===== src/rtl/spm_pkg.sv =====
// Package for the sparse polynomial term merge adder.
// Holds the command codes, the stored term layout and the controller/datapath
// interface structs. Depends on nothing.
`default_nettype none

package spm_pkg;

    localparam int unsigned CoeffWidth    = 16;
    localparam int unsigned ExpWidth      = 16;
    localparam int unsigned SumCoeffWidth = 17;
    localparam int unsigned CmdWidth      = 2;

    localparam logic [CmdWidth-1:0] CMD_LOAD_FIRST  = 2'd0;
    localparam logic [CmdWidth-1:0] CMD_LOAD_SECOND = 2'd1;
    localparam logic [CmdWidth-1:0] CMD_RUN         = 2'd2;

    typedef struct packed {
        logic signed [CoeffWidth-1:0] coeff;
        logic [ExpWidth-1:0]          exponent;
    } t_term;

    typedef enum logic {
        ST_IDLE,
        ST_MERGE
    } t_state;

    typedef struct packed {
        logic load_first;
        logic load_second;
        logic step;
        logic clear;
    } t_dp_cmd;

    typedef struct packed {
        logic lists_empty;
        logic slot_free;
        logic final_term;
    } t_dp_status;

endpackage

`default_nettype wire


===== src/rtl/spm_ctrl.sv =====
// Controller of the sparse polynomial term merge adder.
// Decodes accepted requests and sequences the merge; uses spm_pkg.
`default_nettype none

module spm_ctrl (
    input  wire logic                          i_clk,
    input  wire logic                          i_rst_n,
    input  wire logic                          i_accept,
    input  wire logic [spm_pkg::CmdWidth-1:0]  i_command,
    input  spm_pkg::t_dp_status                i_status,
    output spm_pkg::t_dp_cmd                   o_cmd,
    output logic                               o_busy
);

    spm_pkg::t_state r_state;
    spm_pkg::t_state n_state;

    always_ff @(posedge i_clk) begin
        if (!i_rst_n) begin
            r_state <= spm_pkg::ST_IDLE;
        end else begin
            r_state <= n_state;
        end
    end

    always_comb begin
        n_state = r_state;
        unique case (r_state)
            spm_pkg::ST_IDLE: begin
                if (i_accept && (i_command == spm_pkg::CMD_RUN) && !i_status.lists_empty) begin
                    n_state = spm_pkg::ST_MERGE;
                end
            end
            spm_pkg::ST_MERGE: begin
                if (i_status.slot_free && i_status.final_term) begin
                    n_state = spm_pkg::ST_IDLE;
                end
            end
            default: n_state = spm_pkg::ST_IDLE;
        endcase
    end

    always_comb begin
        o_cmd  = '0;
        o_busy = 1'b0;
        unique case (r_state)
            spm_pkg::ST_IDLE: begin
                if (i_accept) begin
                    unique case (i_command)
                        spm_pkg::CMD_LOAD_FIRST:  o_cmd.load_first  = 1'b1;
                        spm_pkg::CMD_LOAD_SECOND: o_cmd.load_second = 1'b1;
                        spm_pkg::CMD_RUN:         o_cmd.clear       = i_status.lists_empty;
                        default:                  o_cmd             = '0;
                    endcase
                end
            end
            spm_pkg::ST_MERGE: begin
                o_busy     = 1'b1;
                o_cmd.step = i_status.slot_free;
                o_cmd.clear = i_status.slot_free && i_status.final_term;
            end
            default: o_cmd = '0;
        endcase
    end

endmodule

`default_nettype wire


===== src/rtl/spm_datapath.sv =====
// Datapath of the sparse polynomial term merge adder: term stores, counts,
// merge indices, coefficient adder and result register. Uses spm_pkg.
`default_nettype none

module spm_datapath #(
    parameter int unsigned MAX_TERMS = 32
) (
    input  wire logic                                  i_clk,
    input  wire logic                                  i_rst_n,
    input  spm_pkg::t_dp_cmd                           i_cmd,
    input  wire logic signed [spm_pkg::CoeffWidth-1:0] i_term_coeff,
    input  wire logic [spm_pkg::ExpWidth-1:0]          i_term_exponent,
    input  wire logic                                  i_out_stall,
    output spm_pkg::t_dp_status                        o_status,
    output logic                                       o_out_valid,
    output logic signed [spm_pkg::SumCoeffWidth-1:0]   o_sum_coeff,
    output logic [spm_pkg::ExpWidth-1:0]               o_sum_exponent,
    output logic                                       o_last_term
);

    localparam int unsigned CW = $clog2(MAX_TERMS + 1);
    localparam int unsigned AW = (MAX_TERMS > 1) ? $clog2(MAX_TERMS) : 1;

    spm_pkg::t_term r_first_terms  [MAX_TERMS];
    spm_pkg::t_term r_second_terms [MAX_TERMS];

    logic [CW-1:0] r_first_count;
    logic [CW-1:0] r_second_count;
    logic [CW-1:0] r_first_idx;
    logic [CW-1:0] r_second_idx;
    logic [CW-1:0] n_first_idx;
    logic [CW-1:0] n_second_idx;

    logic                                     r_out_valid;
    logic signed [spm_pkg::SumCoeffWidth-1:0] r_sum_coeff;
    logic [spm_pkg::ExpWidth-1:0]             r_sum_exponent;
    logic                                     r_last_term;

    spm_pkg::t_term                           r_head_a;
    spm_pkg::t_term                           r_head_b;
    spm_pkg::t_term                           new_term;
    logic [AW-1:0]                            rd_first_addr;
    logic [AW-1:0]                            rd_second_addr;
    logic                                     a_ok;
    logic                                     b_ok;
    logic                                     take_a;
    logic                                     take_b;
    logic                                     take_both;
    logic signed [spm_pkg::SumCoeffWidth-1:0] coeff_a;
    logic signed [spm_pkg::SumCoeffWidth-1:0] coeff_b;
    logic signed [spm_pkg::SumCoeffWidth-1:0] n_sum_coeff;
    logic                                     n_last;

    assign new_term.coeff    = i_term_coeff;
    assign new_term.exponent = i_term_exponent;

    assign coeff_a = {r_head_a.coeff[spm_pkg::CoeffWidth-1], r_head_a.coeff};
    assign coeff_b = {r_head_b.coeff[spm_pkg::CoeffWidth-1], r_head_b.coeff};

    always_comb begin
        a_ok      = r_first_idx < r_first_count;
        b_ok      = r_second_idx < r_second_count;
        take_both = a_ok && b_ok && (r_head_a.exponent == r_head_b.exponent);
        take_a    = a_ok && (!b_ok || (r_head_a.exponent > r_head_b.exponent));
        take_b    = b_ok && (!a_ok || (r_head_b.exponent > r_head_a.exponent));

        n_first_idx  = r_first_idx + CW'(take_a || take_both);
        n_second_idx = r_second_idx + CW'(take_b || take_both);
        n_last       = (n_first_idx >= r_first_count) && (n_second_idx >= r_second_count);

        if (take_both) begin
            n_sum_coeff = coeff_a + coeff_b;
        end else if (take_a) begin
            n_sum_coeff = coeff_a;
        end else begin
            n_sum_coeff = coeff_b;
        end
    end

    always_comb begin
        if (i_cmd.clear) begin
            rd_first_addr  = '0;
            rd_second_addr = '0;
        end else if (i_cmd.step) begin
            rd_first_addr  = n_first_idx[AW-1:0];
            rd_second_addr = n_second_idx[AW-1:0];
        end else begin
            rd_first_addr  = r_first_idx[AW-1:0];
            rd_second_addr = r_second_idx[AW-1:0];
        end
    end

    always_ff @(posedge i_clk) begin
        if (i_cmd.load_first && (r_first_count < CW'(MAX_TERMS))) begin
            r_first_terms[r_first_count[AW-1:0]] <= new_term;
        end
        if (i_cmd.load_second && (r_second_count < CW'(MAX_TERMS))) begin
            r_second_terms[r_second_count[AW-1:0]] <= new_term;
        end
        r_head_a <= r_first_terms[rd_first_addr];
        r_head_b <= r_second_terms[rd_second_addr];
    end

    always_ff @(posedge i_clk) begin
        if (!i_rst_n) begin
            r_first_count  <= '0;
            r_second_count <= '0;
            r_first_idx    <= '0;
            r_second_idx   <= '0;
        end else if (i_cmd.clear) begin
            r_first_count  <= '0;
            r_second_count <= '0;
            r_first_idx    <= '0;
            r_second_idx   <= '0;
        end else begin
            if (i_cmd.load_first && (r_first_count < CW'(MAX_TERMS))) begin
                r_first_count <= r_first_count + CW'(1);
            end
            if (i_cmd.load_second && (r_second_count < CW'(MAX_TERMS))) begin
                r_second_count <= r_second_count + CW'(1);
            end
            if (i_cmd.step) begin
                r_first_idx  <= n_first_idx;
                r_second_idx <= n_second_idx;
            end
        end
    end

    always_ff @(posedge i_clk) begin
        if (!i_rst_n) begin
            r_out_valid <= 1'b0;
        end else if (i_cmd.step) begin
            r_out_valid <= 1'b1;
        end else if (!i_out_stall) begin
            r_out_valid <= 1'b0;
        end
    end

    always_ff @(posedge i_clk) begin
        if (i_cmd.step) begin
            r_sum_coeff    <= n_sum_coeff;
            r_sum_exponent <= take_b ? r_head_b.exponent : r_head_a.exponent;
            r_last_term    <= n_last;
        end
    end

    assign o_status.lists_empty = (r_first_count == '0) && (r_second_count == '0);
    assign o_status.slot_free   = !r_out_valid || !i_out_stall;
    assign o_status.final_term  = n_last;

    assign o_out_valid    = r_out_valid;
    assign o_sum_coeff    = r_sum_coeff;
    assign o_sum_exponent = r_sum_exponent;
    assign o_last_term    = r_last_term;

endmodule

`default_nettype wire


===== src/rtl/sparse_poly_term_merge_add_unit.sv =====
// Top level of the sparse polynomial term merge adder.
// Instantiates spm_ctrl and spm_datapath; uses spm_pkg.
//
// Load requests append one term to the first or second list; a list holds up
// to MAX_TERMS terms and further loads to it are dropped. A run request merges
// both lists, emitting one result term per cycle from the registered result
// stage while the output side does not stall, and gives at most twice
// MAX_TERMS result terms. The input is stalled for the whole merge, because
// both lists are walked by a single pair of read indices. A run with both
// lists empty completes in its accepting cycle and gives no result. After
// every run both lists are emptied. The last result term of a run carries
// o_last_term.
`default_nettype none

module sparse_poly_term_merge_add_unit #(
    parameter int unsigned MAX_TERMS = 32
) (
    input  wire logic                                     i_clk,
    input  wire logic                                     i_rst_n,
    input  wire logic                                     i_in_valid,
    output logic                                          o_in_stall,
    input  wire logic [spm_pkg::CmdWidth-1:0]             i_command,
    input  wire logic signed [spm_pkg::CoeffWidth-1:0]    i_term_coeff,
    input  wire logic [spm_pkg::ExpWidth-1:0]             i_term_exponent,
    output logic                                          o_out_valid,
    input  wire logic                                     i_out_stall,
    output logic signed [spm_pkg::SumCoeffWidth-1:0]      o_sum_coeff,
    output logic [spm_pkg::ExpWidth-1:0]                  o_sum_exponent,
    output logic                                          o_last_term
);

    spm_pkg::t_dp_cmd    dp_cmd;
    spm_pkg::t_dp_status dp_status;
    logic                busy;
    logic                in_accept;

    assign in_accept  = i_in_valid && !busy;
    assign o_in_stall = busy;

    spm_ctrl u_ctrl (
        .i_clk     (i_clk),
        .i_rst_n   (i_rst_n),
        .i_accept  (in_accept),
        .i_command (i_command),
        .i_status  (dp_status),
        .o_cmd     (dp_cmd),
        .o_busy    (busy)
    );

    spm_datapath #(
        .MAX_TERMS (MAX_TERMS)
    ) u_datapath (
        .i_clk           (i_clk),
        .i_rst_n         (i_rst_n),
        .i_cmd           (dp_cmd),
        .i_term_coeff    (i_term_coeff),
        .i_term_exponent (i_term_exponent),
        .i_out_stall     (i_out_stall),
        .o_status        (dp_status),
        .o_out_valid     (o_out_valid),
        .o_sum_coeff     (o_sum_coeff),
        .o_sum_exponent  (o_sum_exponent),
        .o_last_term     (o_last_term)
    );

endmodule

`default_nettype wire


===== config.mk =====
export PLATFORM = sky130hd
export DESIGN_NAME = sparse_poly_term_merge_add_unit
export DESIGN_NICKNAME = d
export VERILOG_FILES = /design/src/rtl/spm_pkg.sv /design/src/rtl/spm_ctrl.sv /design/src/rtl/spm_datapath.sv /design/src/rtl/sparse_poly_term_merge_add_unit.sv
export SDC_FILE = /design/constraint.sdc
export NUM_CORES = 2
export LEC_CHECK = 0
export BUFFER_PORTS_ARGS = -buffer_cell sky130_fd_sc_hd__buf_2
export CORE_AREA = 4 4 434 436
export DETAILED_ROUTE_END_ITERATION = 16
export DIE_AREA = 0 0 438 440
export PLACE_DENSITY = 0.6
export SETUP_SLACK_MARGIN = 0.1
export SLEW_MARGIN = 25
export SYNTH_ARGS = -nofsm -noshare
export SYNTH_HDL_FRONTEND = slang
export SYNTH_SLANG_ARGS = --single-unit

===== constraint.sdc =====
create_clock -name i_clk -period 14.74 [get_ports i_clk]
set_clock_uncertainty 0.2 [all_clocks]
set_input_delay 0.737 -clock i_clk [delete_from_list [all_inputs] [get_ports i_clk]]
set_output_delay 0.737 -clock i_clk [all_outputs]
set_load 0.02 [all_outputs]

Word-level counts from Yosys, hierarchy flattened
Memories as Yosys holds them, arrays and structs flattened. A register that Yosys moved wholly into a read port is not among the register bits.
Index checks and enable logic that the tools add are counted.
{ "classes": {"addsub": 5, "n_lt_le_gt_ge": 8, "n_eq_ne": 4, "n_mux": 23, "n_bitwise": 2, "reduce_logical": 27} }
{ "ops": {"columns": ["operator", "n"], "rows": [
  ["17-bit two-way mux", 2],
  ["16-bit greater-than comparator", 2],
  ["5-bit two-way mux", 4],
  ["16-bit by 16-bit adder with 17-bit output", 1],
  ["16-bit == test", 1],
  ["16-bit two-way mux", 1],
  ["6-bit by 1-bit adder with 6-bit output", 2],
  ["6-bit by 1-bit adder with 6-bit output (second input constant)", 2],
  ["6-bit greater-or-equal comparator", 2],
  ["1-bit logical AND", 12],
  ["6-bit zero test", 2],
  ["6-bit less-than comparator", 2],
  ["6-bit less-than comparator (second input constant)", 2],
  ["1-bit two-way mux", 12],
  ["1-bit zero test", 6],
  ["1-bit logical OR", 5],
  ["4-bit two-way mux", 1],
  ["2-bit case mux with 2 select lines", 1],
  ["2-bit by 1-bit == test with 1-bit output (second input constant)", 1],
  ["2-bit == test (second input constant)", 1],
  ["2-bit zero test", 1],
  ["2-bit two-way mux", 1],
  ["2-bit by 1-bit inequality test with 1-bit output (second input constant)", 1],
  ["1-bit inverter", 2],
  ["2 further kinds", 2]
]} }
{ "totals": {"ff_bits": 60, "ram_bits": 2048, "inputBits": 38, "out_inout_bits": 36, "wordCells": 80, "n_memories": 2} }
{ "mem_list": {"columns": ["name", "depth", "width", "read_ports", "rd_ports_with_merged_regs", "write_ports", "line_no", "rtl"], "rows": [
  ["u_datapath.r_first_terms", 32, 32, 1, 1, 1, "spm_datapath.sv:24", "spm_pkg::t_term r_first_terms [MAX_TERMS];"],
  ["u_datapath.r_second_terms", 32, 32, 1, 1, 1, "spm_datapath.sv:25", "spm_pkg::t_term r_second_terms [MAX_TERMS];"]
]} }

Depth between registers and ports, before layout
{ "logic_depth": {"ltp_word": 12, "ltp_mapped": 27, "ltp_nobuf": 24} }

Cells and area by module
Synthesis repeated with hierarchy kept, for this count alone.
{ "hier_totals": {"hier_cells": 5018, "area_unflattened_um2": 84982.8} }
{ "by_module_without_submodules": {"columns": ["mod", "n_inst", "cells_each", "area_each_um2", "seq_area_each_um2"], "rows": [
  ["spm_datapath", 1, 5007, 84885.2, 64301.7],
  ["spm_ctrl", 1, 10, 83.8, 20.0],
  ["sparse_poly_term_merge_add_unit", 1, 1, 13.8, 0.0]
]} }

Least setup slack after synthesis
No wires, ideal clock.
{ "synth_path": {"path_kind": "reg2reg", "startpoint": "register, netlist name u_datapath.r_head_a[15]", "endpoint": "register, netlist name u_datapath.r_head_b[4]", "setup_time_ns": 0.123, "arrival_ns": 4.760, "t_required_ns": 14.417, "path_slack_ns": 9.656, "stages_incl_launch_ff": 25, "path_buffers": 3, "period_less_slack_ns": 5.084, "path_cell_list": "dfxtp_1 -> inv_1 -> ha_1 -> nand4_1 -> or2_2 -> nor4_1 -> nor2_1 -> a21oi_1 -> ha_1 -> ha_1 -> nand3_1 -> xnor2_1 -> ha_1 -> a21o_1 -> a21oi_1 -> o21ai_0 -> nand3_1 -> and3_1 -> clkbuf_1 -> buf_6 -> buf_2 -> mux2i_1 -> o2111ai_1 -> o21ai_0 -> nor3_1"} }
{ "synth_between": {"elab_chain_len": 10, "elab_cells_between_ends": 19, "cone_classes": "2 x add/sub; 4 x order compare; 1 x eq/ne; 3 x mux; 9 x reduce/logical"} }
{ "synth_lines": {"columns": ["element", "line_no", "rtl"], "rows": [
  ["16-bit greater-than comparator", "spm_datapath.sv:64", "take_a = a_ok && (!b_ok || (r_head_a.exponent > r_head_b.exponent));"],
  ["1-bit logical OR", "spm_datapath.sv:64", null],
  ["1-bit logical AND", "spm_datapath.sv:64", null],
  ["1-bit logical OR *", "spm_datapath.sv:67", "n_first_idx = r_first_idx + CW'(take_a || take_both);"],
  ["6-bit by 1-bit adder with 6-bit output *", "spm_datapath.sv:67", null],
  ["via u_datapath.n_first_idx[4]", "spm_datapath.sv:31", "logic [CW-1:0] n_first_idx;"],
  ["6-bit greater-or-equal comparator *", "spm_datapath.sv:69", "n_last = (n_first_idx >= r_first_count) && (n_second_idx >= r_second_count);"],
  ["1-bit logical AND *", "spm_datapath.sv:69", null],
  ["1-bit logical AND *", "spm_ctrl.sv:60", "o_cmd.clear = i_status.slot_free && i_status.final_term;"],
  ["2-bit case mux with 2 select lines *", "spm_ctrl.sv:46", "unique case (r_state)"],
  ["5-bit two-way mux *", "spm_datapath.sv:81", "if (i_cmd.clear) begin"]
]} }
The timed path passes the listed nets; every way through them passes the cells marked *.
A chain may end at the register's enable or synchronous reset.

Worst setup path in the final report
{ "layout_path": {"startpoint": "register, netlist name u_datapath.r_head_a[1]", "endpoint": "register, netlist name u_datapath.r_head_a[0]"} }
{ "layout_between": {"elab_chain_len": 10, "elab_cells_between_ends": 19, "cone_classes": "2 x add/sub; 4 x order compare; 1 x eq/ne; 3 x mux; 9 x reduce/logical"} }
{ "layout_lines": {"columns": ["element", "line_no"], "rows": [
  ["16-bit greater-than comparator", "spm_datapath.sv:64"],
  ["1-bit logical OR", "spm_datapath.sv:64"],
  ["1-bit logical AND", "spm_datapath.sv:64"],
  ["1-bit logical OR *", "spm_datapath.sv:67"],
  ["6-bit by 1-bit adder with 6-bit output *", "spm_datapath.sv:67"],
  ["via u_datapath.n_first_idx[4]", "spm_datapath.sv:31"],
  ["6-bit greater-or-equal comparator", "spm_datapath.sv:69"],
  ["1-bit logical AND", "spm_datapath.sv:69"],
  ["1-bit logical AND", "spm_ctrl.sv:60"],
  ["2-bit case mux with 2 select lines", "spm_ctrl.sv:46"],
  ["5-bit two-way mux *", "spm_datapath.sv:81"]
]} }
Marks and branches as above.

==> qor.json <==
{
  "outcome": {
    "status": "completed"
  },
  "placed_design": {
    "numPortBuffers": 73,
    "setup_slack_after_placement_ns": 5.648,
    "hpwl_mm": 132.6,
    "place_congestion": 0.8805
  },
  "clock_network": {
    "insertion_delay_ns": 0.85,
    "cts.reportedPaths.clkPinSlew_ns": 0.06,
    "cts_made_buffers": 207,
    "cts.root.buffer_cell": "sky130_fd_sc_hd__clkbuf_16",
    "post_cts.resized_instances": 0,
    "max-clock-path-buffers": 3,
    "clock_sink_count": 2172,
    "cts.htree.levels": 4,
    "cts_tree": "yes"
  },
  "final_layout": {
    "layout-drive-gt1-share_pct": 12.12,
    "utilization_pct": 50.49,
    "flow.area_growth_from_synthesis_pct": 12.66,
    "num-nets-final": 5393,
    "layout.cells.most_common_list": "sky130_fd_sc_hd__edfxtp_1, sky130_fd_sc_hd__nand2_1, sky130_fd_sc_hd__o22ai_1",
    "final_common_cell": "sky130_fd_sc_hd__edfxtp_1"
  },
  "logic_synthesis": {
    "ys_ff_latch": 2172,
    "seq_total_area_yosys_pct": 77.73,
    "netlist_area_sq_mm": 0.08275,
    "postSynthAreaPerCell_sq_um": 15.93,
    "syn-num-nets": 5300,
    "yosys_warnings": 0,
    "synthCells": 5195,
    "proportion_of_synthesized_flip_flops_having_asynchronous_set_or_reset_pct": 0,
    "most_used_flip_flop_cell_after_synthesis": "sky130_fd_sc_hd__edfxtp_1",
    "synth_cell_type_count": 79,
    "synth_edf_count": 2082
  },
  "run": {
    "cap_violations": 0
  },
  "route": {
    "initial_drt_pass_iterations": 8,
    "detail-route-antenna-nets": 0,
    "avgViaCountPerCell": 6.331,
    "drt-initial-drc-count": 8022,
    "avgRoutedWirePerCell_um": 31.73,
    "drc": 0,
    "postRouteWirelength_mm": 252.3,
    "vias": 50358
  },
  "setup_path": {
    "critPathArrivalTime_ns": 9.69,
    "setup.worst_path.class": "flop to flop",
    "timing.rr.end": "u_datapath.r_head_a[0]$_DFF_P_",
    "timing.reg2reg.worst_path_depth": 26,
    "crit_path_max_incr_delay_ns": 0.98,
    "r2r_slack_ns": 5.49,
    "critical_path_peak_fanout": 52,
    "crit_path_start_kind": "flop",
    "data_required_time_of_the_worst_path_ns": 15.18,
    "cpMaxStageDelayCell": "sky130_fd_sc_hd__nor4_1",
    "crit-reg2reg-launch": "u_datapath.r_head_a[1]$_DFF_P_",
    "critical-path-top-cell-by-count": "sky130_fd_sc_hd__a21oi_1",
    "endpoint_kind": "flop"
  },
  "power": {
    "vdd_ir_drop_max_v": 0.0001243,
    "leakagePower_nw": 29.07,
    "p_per_area_mw_per_mm2": 131.4,
    "design_power_w": 0.01225
  },
  "sta": {
    "grt_setup_unrepaired": "false",
    "fin_tns_setup_ns": 0,
    "timing.final.crit_share_pct": 62.75,
    "clock.fmax_ghz": 0.1081,
    "finalCriticalPeriod_ns": 9.249,
    "setup_slack_ns": 5.491,
    "max-slew-margin-rel_pct": 20.29,
    "max_slew_violations": 0,
    "report.final.hold_viol_count": 0,
    "worst_pin_slew_ns": 1.193,
    "finalSetupViolations": 0
  },
  "die": {
    "die_area_sq_mm": 0.1927,
    "design.portCount": 74,
    "die_width_um": 438,
    "floorplan.die.height_um": 440,
    "floorplan.initialDensity_pct": 44.81,
    "placement_rows": 158,
    "fp.coreArea_sq_mm": 0.1846
  },
  "grt": {
    "number_of_global_route_vias_before_repair": 47703,
    "grt_overflow_total": 0,
    "grt_antenna_before_repair": 16,
    "grt_usage_pct": 25.55,
    "maximum_number_of_pins_on_one_net_before_global_route_repair": 164,
    "grt_pass1_wl_mm": 355.2
  },
  "hold_path": {
    "hold_start": "i_rst_n",
    "min_path_type": "input pin to flop",
    "endpoint_worst_hold": "u_datapath.r_first_idx[4]$_SDFFE_PP0P_",
    "worstHoldPathCells": 2
  }
}
[synth_stat cells, drive strengths merged (3+ instances only)]
cell type | instances | area share [%]
o22ai | 452 | 3.4
o211ai | 40 | 0.37
dfxtp | 90 | 2.2
a311oi | 31 | 0.33
o21a | 8 | 0.073
a31oi | 196 | 1.5
or2 | 5 | 0.038
xor2 | 7 | 0.074
nand2b | 6 | 0.045
xnor2 | 24 | 0.25
nor2 | 113 | 0.52
or3 | 6 | 0.045
and3 | 70 | 0.54
nand3b | 5 | 0.045
nor2b | 8 | 0.060
o21bai | 4 | 0.036
a32oi | 3 | 0.032
o221ai | 217 | 2.3
edfxtp | 2082 | 76
nor3 | 39 | 0.25
clkbuf | 194 | 0.88
nand2 | 562 | 2.6
nand4 | 9 | 0.068
o2111ai | 30 | 0.32
o21ai | 118 | 0.72
a211oi | 66 | 0.60
a21o | 17 | 0.15
buf | 159 | 1.1
mux2i | 144 | 1.7
nor4 | 36 | 0.27
a21oi | 159 | 0.96
mux2 | 20 | 0.27
a2111oi | 61 | 0.65
inv | 40 | 0.18
and2 | 8 | 0.060
ha | 66 | 1.0
nand3 | 66 | 0.43
[cells by family after synthesis]
group	count (synthesis)	share of synthesized area, %
simple gates	942	5.025
mux	164	2.014
buf+inv	394	2.170
flops	2172	77.73
compound gates	1425	11.71
fa+ha+maj	67	1.022
xor+xnor	31	0.3281
[worst max path at each step]
stage	from	to	slack, ns	depth (start not counted)
after floorplan	u_datapath.r_head_a[15]$_DFF_P_	u_datapath.r_head_b[4]$_DFF_P_	9.66	24
after global routing	u_datapath.r_head_a[1]$_DFF_P_	u_datapath.r_head_a[0]$_DFF_P_	5.32	26
final	u_datapath.r_head_a[1]$_DFF_P_	u_datapath.r_head_a[0]$_DFF_P_	5.49	26
after global placement	u_datapath.r_head_a[12]$_DFF_P_	u_datapath.r_head_a[0]$_DFF_P_	5.43	23
after CTS	u_datapath.r_head_a[12]$_DFF_P_	u_datapath.r_head_a[0]$_DFF_P_	5.63	23
after detailed placement	u_datapath.r_head_a[12]$_DFF_P_	u_datapath.r_head_a[0]$_DFF_P_	5.65	23
[critical path: cells and delay by family (launching register included)]
kind / cells / cell delay, ns
adders and majority gates: 4 / 1.09
xor gates and xnor gates: 1 / 0.24
buffers and inverters: 3 / 1.44
and+or+nand+nor: 4 / 1.37
AOI/OAI and AO/OA: 14 / 4.29
DFF: 1 / 0.33
[final cells by class]
class / instances / area [sq um]
fillers: 15358 / 91420
flip-flops and latches: 2172 / 64320
multi-input cells: 2629 / 17370
clock buffers: 281 / 5649
well taps: 2480 / 3103
repair buffers: 237 / 1639
clock inverters: 110 / 977.2
inverters: 41 / 153.9
diodes: 4 / 10.01
[report_power, final]
part	switching (W)	internal, W	leakage (nW)	total (W)
logic	0.000207	0.0000480	6.35	0.000255
clock network	0.00230	0.00290	3.25	0.00521
registers	0.0000122	0.00677	19.5	0.00679
total	0.00252	0.00973	29.1	0.0122
[routing by layer]
metal  up-vias  GRT usage (%)  share of wire, %
li1      21219              -                 -
met2      3019          37.57                44
met4         4          8.605               3.2
met1     25756          37.17                41
met5         -              0            0.0091
met3       360          6.525                12
[state kept, by name (all words and copies together) (netlist names)]
| name | cells |
|---|---|
| u_datapath.r_second_terms | 1024 |
| u_datapath.coeff_a | 16 |
| u_datapath.r_head_b | 16 |
| u_datapath.r_first_terms | 1024 |
| u_datapath.o_sum_coeff | 17 |
| u_datapath.o_out_valid | 1 |
| u_datapath.r_head_a | 16 |
| u_datapath.r_second_idx | 6 |
| u_datapath.coeff_b | 16 |
| u_datapath.r_first_count | 6 |
| u_datapath.o_last_term | 1 |
| u_ctrl.r_state | 1 |
| u_datapath.o_sum_exponent | 16 |
| u_datapath.r_first_idx | 6 |
| u_datapath.r_second_count | 6 |
[through the flow]
stage	hold WS, ns	area [sq um]	cells
6_report	0.09696	93220	7954
4_1_cts	0.03827	93190	7950
5_1_grt	0.05626	93220	7954
3_5_place_dp	0.3594	86550	7557
3_3_place_gp	0.3532	86520	7557
2_1_floorplan	0.2826	82750	5195
[repair_timing]
item | in CTS | in global routing
hold buffers | 2 | 0
setup buffers | 0 | 0
hold endpoints to repair | 1 | 0
Power figures use the tool's default switching activity.
